File: config.mk
export PLATFORM = sky130hd
export DESIGN_NAME = least_loaded_worker_dispatch
export DESIGN_NICKNAME = d
export VERILOG_FILES = /design/src/rtl/llwd_pkg.sv /design/src/rtl/llwd_cell.sv /design/src/rtl/least_loaded_worker_dispatch.sv
export SDC_FILE = /design/constraint.sdc
export NUM_CORES = 2
export LEC_CHECK = 0
export BUFFER_PORTS_ARGS = -buffer_cell sky130_fd_sc_hd__clkbuf_2
export CORE_MARGIN = 2
export CORE_UTILIZATION = 59
export CTS_BUF_LIST = sky130_fd_sc_hd__clkbuf_2 sky130_fd_sc_hd__clkbuf_4 sky130_fd_sc_hd__clkbuf_8
export DETAILED_ROUTE_END_ITERATION = 10
export PLACE_DENSITY = 0.78
export SLEW_MARGIN = 5
export SYNTH_ARGS = -nofsm -noshare
export SYNTH_HDL_FRONTEND = slang
export SYNTH_SLANG_ARGS = --single-unit
File: constraint.sdc
create_clock -name clk_i -period 4.64 [get_ports clk_i]
set_input_delay 0.232 -clock clk_i [delete_from_list [all_inputs] [get_ports clk_i]]
set_output_delay 0.232 -clock clk_i [all_outputs]
set_load 0.01 [all_outputs]
File: src/rtl/llwd_pkg.sv
`default_nettype none

package llwd_pkg;

  localparam int unsigned IdentW = 16;
  localparam int unsigned CountW = 8;
  localparam int unsigned LoadW  = 7;
  // Score is active*10 + load; 255*10 + 127 fits in 12 bits.
  localparam int unsigned ScoreW = 12;

  typedef enum logic {
    FUNC_UPDATE   = 1'b0,
    FUNC_DISPATCH = 1'b1
  } func_e;

  // Data written into one slot by an update.
  typedef struct packed {
    logic [IdentW-1:0] ident;
    logic              running;
    logic [CountW-1:0] active;
    logic [CountW-1:0] capacity;
    logic [LoadW-1:0]  load;
  } slot_wr_t;

  // Best candidate so far, handed from cell to cell during a scan.
  typedef struct packed {
    logic              valid;
    logic              found;
    logic [ScoreW-1:0] score;
    logic [IdentW-1:0] ident;
    logic [CountW-1:0] active;
  } cand_t;

endpackage

`default_nettype wire

File: src/rtl/llwd_cell.sv
`default_nettype none

module llwd_cell #(
  parameter int unsigned IDXW     = 4,
  parameter int unsigned CELL_IDX = 0
) (
  input  wire                              clk_i,
  input  wire                              rst_ni,
  input  wire  [llwd_pkg::IdentW-1:0]      pin_i,
  input  wire                              wr_en_i,
  input  wire  llwd_pkg::slot_wr_t         wr_i,
  input  wire                              inc_en_i,
  input  wire  llwd_pkg::cand_t            cand_i,
  input  wire  [IDXW-1:0]                  cand_idx_i,
  output llwd_pkg::cand_t                  cand_o,
  output logic [IDXW-1:0]                  cand_idx_o
);

  logic                            used_q;
  logic [llwd_pkg::IdentW-1:0]     ident_q;
  logic                            running_q;
  logic [llwd_pkg::CountW-1:0]     active_q;
  logic [llwd_pkg::CountW-1:0]     capacity_q;
  logic [llwd_pkg::LoadW-1:0]      load_q;

  logic                            eligible;
  logic [llwd_pkg::ScoreW-1:0]     score;
  logic                            take;
  llwd_pkg::cand_t                 cand_d;
  logic [IDXW-1:0]                 cand_idx_d;

  // active*10 as active*8 + active*2.
  assign score = ({{(llwd_pkg::ScoreW-llwd_pkg::CountW-3){1'b0}}, active_q, 3'b000})
               + ({{(llwd_pkg::ScoreW-llwd_pkg::CountW-1){1'b0}}, active_q, 1'b0})
               + {{(llwd_pkg::ScoreW-llwd_pkg::LoadW){1'b0}}, load_q};

  assign eligible = used_q && running_q && (active_q < capacity_q)
                 && ((pin_i == '0) || (pin_i == ident_q));

  // Strict less-than: an earlier (lower) slot keeps a tie.
  assign take = eligible && (!cand_i.found || (score < cand_i.score));

  always_comb begin
    cand_d     = cand_i;
    cand_idx_d = cand_idx_i;
    if (take) begin
      cand_d.found  = 1'b1;
      cand_d.score  = score;
      cand_d.ident  = ident_q;
      cand_d.active = active_q;
      cand_idx_d    = IDXW'(CELL_IDX);
    end
  end

  always_ff @(posedge clk_i or negedge rst_ni) begin
    if (!rst_ni) begin
      used_q     <= 1'b0;
      ident_q    <= '0;
      running_q  <= 1'b0;
      active_q   <= '0;
      capacity_q <= '0;
      load_q     <= '0;
      cand_o     <= '0;
      cand_idx_o <= '0;
    end else begin
      if (wr_en_i) begin
        used_q     <= 1'b1;
        ident_q    <= wr_i.ident;
        running_q  <= wr_i.running;
        active_q   <= wr_i.active;
        capacity_q <= wr_i.capacity;
        load_q     <= wr_i.load;
      end else if (inc_en_i) begin
        active_q <= active_q + llwd_pkg::CountW'(1);
      end
      cand_o     <= cand_d;
      cand_idx_o <= cand_idx_d;
    end
  end

endmodule

`default_nettype wire

File: src/rtl/least_loaded_worker_dispatch.sv
`default_nettype none

// Least-loaded worker dispatch. The block holds a table of WORKER_SLOTS worker
// slots, one per cell in a row of cells. An item is taken at a rising edge
// where start is high and busy is low. An update item (func 0) writes the slot
// named by slot_i in that same edge; its all-zero result appears on the result
// ports in the next cycle, marked by done_o, and busy never rises for it. A
// dispatch item (func 1) launches a candidate record into the first cell; the
// record moves one cell per cycle, and each cell replaces it when its own slot
// is eligible and scores strictly lower (score is active*10 + load), so ties
// go to the lowest slot. When the record leaves the last cell, the winner's
// active count is incremented and the result is shown for one cycle with
// done_o. The scan through the chain sets the pace: a dispatch result appears
// once the record has passed the launch register and every cell register, and
// the next item can be taken in the cycle of that result, so the block takes
// no new item while a dispatch is in flight. The receiver cannot stall: every
// result is a one-cycle strobe and must be captured when done_o is high.

module least_loaded_worker_dispatch #(
  parameter int unsigned WORKER_SLOTS = 16
) (
  input  wire         clk_i,
  input  wire         rst_ni,
  input  wire         start,
  output logic        busy,
  input  wire  [0:0]  func_i,
  input  wire  [3:0]  slot_i,
  input  wire  [15:0] worker_ident_i,
  input  wire  [0:0]  worker_running_i,
  input  wire  [7:0]  active_tasks_i,
  input  wire  [7:0]  task_capacity_i,
  input  wire  [6:0]  cpu_load_i,
  input  wire  [15:0] pinned_worker_i,
  output logic        done_o,
  output logic [0:0]  granted_o,
  output logic [3:0]  chosen_slot_o,
  output logic [15:0] chosen_ident_o,
  output logic [7:0]  active_after_o
);

  localparam int unsigned IDXW = (WORKER_SLOTS > 1) ? $clog2(WORKER_SLOTS) : 1;

  logic                        busy_q;
  logic                        launch_q;
  logic [15:0]                 pin_q;
  logic                        done_q;
  logic                        granted_q;
  logic [3:0]                  chosen_slot_q;
  logic [15:0]                 chosen_ident_q;
  logic [7:0]                  active_after_q;

  logic                        accept;
  logic                        upd_accept;
  logic                        disp_accept;
  llwd_pkg::slot_wr_t          wr_data;
  logic [WORKER_SLOTS-1:0]     wr_en;
  logic [WORKER_SLOTS-1:0]     inc_en;

  // The candidate chain: entry 0 feeds the first cell, entry WORKER_SLOTS
  // is the output of the last cell.
  llwd_pkg::cand_t             cand   [WORKER_SLOTS+1];
  logic [IDXW-1:0]             cand_idx [WORKER_SLOTS+1];
  llwd_pkg::cand_t             fin;
  logic [IDXW-1:0]             fin_idx;
  logic [IDXW+3:0]             fin_idx_ext;

  assign accept      = start && !busy_q;
  assign upd_accept  = accept && (func_i == llwd_pkg::FUNC_UPDATE);
  assign disp_accept = accept && (func_i == llwd_pkg::FUNC_DISPATCH);

  assign wr_data.ident    = worker_ident_i;
  assign wr_data.running  = worker_running_i[0];
  assign wr_data.active   = active_tasks_i;
  assign wr_data.capacity = task_capacity_i;
  assign wr_data.load     = cpu_load_i;

  // A fresh, empty candidate enters the first cell in the cycle after the
  // dispatch transfer, while the pin is held in pin_q for the whole scan.
  always_comb begin
    cand[0]       = '0;
    cand[0].valid = launch_q;
    cand_idx[0]   = '0;
  end

  assign fin         = cand[WORKER_SLOTS];
  assign fin_idx     = cand_idx[WORKER_SLOTS];
  assign fin_idx_ext = {4'b0000, fin_idx};

  for (genvar k = 0; k < WORKER_SLOTS; k++) begin : g_cell
    // Slots at or beyond the table size never match, so such updates are dropped.
    assign wr_en[k]  = upd_accept && ({2'b00, slot_i} == 6'(k));
    assign inc_en[k] = fin.valid && fin.found && (fin_idx == IDXW'(k));

    llwd_cell #(
      .IDXW     (IDXW),
      .CELL_IDX (k)
    ) u_cell (
      .clk_i      (clk_i),
      .rst_ni     (rst_ni),
      .pin_i      (pin_q),
      .wr_en_i    (wr_en[k]),
      .wr_i       (wr_data),
      .inc_en_i   (inc_en[k]),
      .cand_i     (cand[k]),
      .cand_idx_i (cand_idx[k]),
      .cand_o     (cand[k+1]),
      .cand_idx_o (cand_idx[k+1])
    );
  end

  always_ff @(posedge clk_i or negedge rst_ni) begin
    if (!rst_ni) begin
      busy_q         <= 1'b0;
      launch_q       <= 1'b0;
      pin_q          <= '0;
      done_q         <= 1'b0;
      granted_q      <= 1'b0;
      chosen_slot_q  <= '0;
      chosen_ident_q <= '0;
      active_after_q <= '0;
    end else begin
      done_q   <= 1'b0;
      launch_q <= 1'b0;
      if (disp_accept) begin
        busy_q   <= 1'b1;
        launch_q <= 1'b1;
        pin_q    <= pinned_worker_i;
      end else if (upd_accept) begin
        done_q         <= 1'b1;
        granted_q      <= 1'b0;
        chosen_slot_q  <= '0;
        chosen_ident_q <= '0;
        active_after_q <= '0;
      end
      // The scan record leaves the last cell: report and release.
      if (fin.valid) begin
        busy_q         <= 1'b0;
        done_q         <= 1'b1;
        granted_q      <= fin.found;
        chosen_slot_q  <= fin.found ? fin_idx_ext[3:0] : 4'd0;
        chosen_ident_q <= fin.found ? fin.ident : 16'd0;
        active_after_q <= fin.found ? (fin.active + 8'd1) : 8'd0;
      end
    end
  end

  assign busy           = busy_q;
  assign done_o         = done_q;
  assign granted_o      = granted_q;
  assign chosen_slot_o  = chosen_slot_q;
  assign chosen_ident_o = chosen_ident_q;
  assign active_after_o = active_after_q;

  // A scan record only reaches the end of the chain during a dispatch.
  assert property (@(posedge clk_i) disable iff (!rst_ni) fin.valid |-> busy_q)
    else $error("scan finished while not busy");

  // At most one slot's active count is incremented per scan.
  assert property (@(posedge clk_i) disable iff (!rst_ni) $onehot0(inc_en))
    else $error("more than one slot incremented");

  // A dispatch transfer launches a scan in the next cycle.
  assert property (@(posedge clk_i) disable iff (!rst_ni) disp_accept |=> launch_q && busy_q)
    else $error("dispatch did not launch a scan");

  // A granted result always reports a nonzero count after increment.
  assert property (@(posedge clk_i) disable iff (!rst_ni)
                   (done_o && granted_o[0]) |-> (active_after_o != 8'd0))
    else $error("grant with zero count");

endmodule

`default_nettype wire

==> out/results.ini <==
[timing]
maxSlewHeadroom=0.140
min_period_ps=4510
setup_viol=0
tightest_slew_ps=1280
finalHoldViolations=0
setup_tns_ps=0
clock_skew_ps=54.8
drv_slew=0
finalCritPeriodShare=0.973
hold_ws_ps=71.7
setup_ws_ps=126
fmax_mhz=222

[critical_path]
crit_family=compound AO/OA/AOI/OAI gates
arrival_ps=5320
reg2reg_slack_ps=130
cp_num_buf_inv=4
crit_path_max_fanout=12
crit_required_ps=5450
critPathKind=register to register
cp_slowest_cell=fa_1
startpoint_type=register
max_stage_delay_ps=580
crit_chain=inv_1 -> fa_1 -> inv_1 -> ha_1 -> a21o_1 -> a21oi_2 -> nand2b_1 -> a21boi_1 -> o41ai_2 -> xnor2_1 -> ha_1 -> a21o_1 -> a21oi_2 -> nor2b_1 -> o41ai_2 -> buf_4 -> nand4_4 -> clkbuf_16 -> mux2_2
end_kind=register

[die]
ios=95
core_um2=116000
die_h_um=345
die_area_um2=119000
initial_core_util=0.593
die-width_um=345
rows=125

[route]
drc=0
first_pass_iters=7
detail_route.wl_per_cell_um=22.3
postRouteAntennaNets=0
first_iter_violations=3115
wl_um=172000
vias=44700
viasPerCell=5.79

[synthesis]
avgSynthCellArea_um2=12.0
synth_top_area_frac=0.491
synthFlopType=dfrtp_1
synth_top_area_cell=dfrtp_1
synth-seq-cells=1349
synth_edf_count=0
synth_area_leaders=dfrtp_1 (49%), mux2_2 (15%), ha_1 (8.8%)
synthDistinctLibCells=64
async_flop_share=1.00
synth_seq_area_share=0.491
yosysWarnings=0
netlist_area_um2=68800
synth_cells=5707
syn_nets=6337

[power_and_ir_drop]
finalPower_w=0.0455
power.density_nw_per_um2=588
irDropWorstVdd_uv=516
p_leak_nw=38.2

[global_routing]
grt_overflow=0
grt_first_pass_wirelength_um=269000
antenna_found_initial=8
grt_pass1_vias=47100
grt.total_usage=0.291
grt_max_degree=125

[run_status]
status=finished, final reports clean

[place]
dpl.hpwl_um=117000
io_buffers=94
dp.cells=7261
dpl_worst_slack_ps=114
place.gp.congestion=0.879

[finish]
final_common_cell=dfrtp_1
nets=6644
syn2layout_area_growth_pct=12.6
fillCellCount=8202
layout_common_cells=dfrtp_1 (1,345), mux2_2 (944), ha_1 (486)
layout-drive-gt1-share=0.278
fin_cells=7714

[clock_network]
insertion_delay_ps=930
clkTransAtPathRegs_ps=70
cts_buffer_depth=3
htree_levels=4
cts_num_sinks=1349
cts_tree=yes
cts-root-buf=clkbuf_8
numCtsBuffers=214

[min_path]
hp-class=primary input to register

[job]
max_cap_violations=0

-- routing by layer --
layer  track usage  wire length [um]  vias to the layer above
li1              -                 -                    20400
met1         0.378             71500                    22600
met2         0.482             83600                     1244
met3        0.0459              9040                      442
met5             0                 0                        -
met4         0.133              8220                        0
-- repair_timing --
action / CTS / global route
gates resized for setup: 0 / 52
endpoints found under the setup margin: 0 / 329
buffers inserted: 0 / 11
hold buffers: 44 / 0
hold endpoints to repair: 1135 / 0
-- worst reg2reg max path: stages (launching register included) --
cell       delay, ps
dfrtp_1          340
inv_1             70
fa_1             580
inv_1             50
ha_1             280
a21o_1           190
a21oi_2          140
nand2b_1         130
a21boi_1          90
o41ai_2          410
xnor2_1          160
ha_1             330
a21o_1           190
a21oi_2          130
nor2b_1           60
o41ai_2          280
buf_4            180
nand4_4          230
clkbuf_16        270
mux2_2           280
-- path summary, 6_finish.rpt --
path	startpoint	cells past startpoint	end
hold / removal	pinned_worker_i[12]	4	pin_q[12]$_DFFE_PN0P_
setup / recovery	g_cell[15].u_cell.active_q[0]$_DFFE_PN0P_	19	g_cell[15].u_cell.cand_o[4]$_DFF_PN0_
hold reg to reg	g_cell[3].u_cell.cand_o[37]$_DFF_PN0_	0	g_cell[4].u_cell.cand_o[37]$_DFF_PN0_
min in group asynchronous	rst_ni	3	g_cell[6].u_cell.ident_q[14]$_DFFE_PN0P_
max in group asynchronous	rst_ni	4	g_cell[7].u_cell.load_q[0]$_DFFE_PN0P_
setup reg to reg	g_cell[15].u_cell.active_q[0]$_DFFE_PN0P_	19	g_cell[15].u_cell.cand_o[4]$_DFF_PN0_
-- stage by stage --
step	util	cell area [um2]
after floorplan	-	68800
after global placement	0.619	71800
after detailed placement	0.619	71800
after CTS	0.664	77000
after global routing	0.668	77400
final	0.668	77400
-- flip-flops by register name, indices dropped and copies added, names as in the netlist --
signal / count
g_cell.u_cell.load_q: 112
g_cell.u_cell.active_q: 128
g_cell.u_cell.capacity_q: 128
g_cell.u_cell.cand_o: 596
done_o: 1
launch_q: 1
chosen_slot_o: 4
granted_o: 1
g_cell.u_cell.running_q: 16
chosen_ident_o: 16
g_cell.u_cell.cand_idx_o: 49
pin_q: 16
busy: 1
active_after_o: 8
g_cell.u_cell.used_q: 16
g_cell.u_cell.ident_q: 256
-- cells in the mapped netlist, drive strengths merged (101+ instances only) --
| cell | n |
|---|---|
| dfrtp | 1349 |
| mux2 | 965 |
| ha | 486 |
| inv | 421 |
| xor2 | 335 |
| nand2 | 299 |
| o21ai | 250 |
| nor2 | 173 |
| a21oi | 163 |
| xnor2 | 142 |
| buf | 133 |
| clkbuf | 108 |
| nand4 | 101 |
-- power by group --
| part | total [W] | switching (W) | leakage [nW] | internal [W] |
|---|---|---|---|---|
| logic | 0.0200 | 0.0110 | 17.9 | 0.00902 |
| clock network | 0.0110 | 0.00481 | 2.54 | 0.00623 |
| registers | 0.0145 | 0.00134 | 17.8 | 0.0132 |
| total | 0.0455 | 0.0171 | 38.2 | 0.0284 |
-- final cells by class --
class	count	area (um2)	share of cell area
flip-flops and latches	1349	33800	0.436
multi-input cells	3695	32600	0.421
clock buffers	348	4380	0.0565
repair buffers	332	2830	0.0365
well taps	1524	1910	0.0246
inverters	422	1580	0.0205
clock inverters	37	379	0.00490
diodes	7	17.5	0.000226
-- cells by family after synthesis --
| group | synth area share |
|---|---|
| AOI/OAI and AO/OA | 0.0589 |
| xor gates and xnor gates | 0.0608 |
| adders and majority gates | 0.112 |
| buffers and inverters | 0.0396 |
| DFF | 0.491 |
| muxes | 0.163 |
| and+or+nand+nor | 0.0748 |
(Power assumes the default switching activity.)
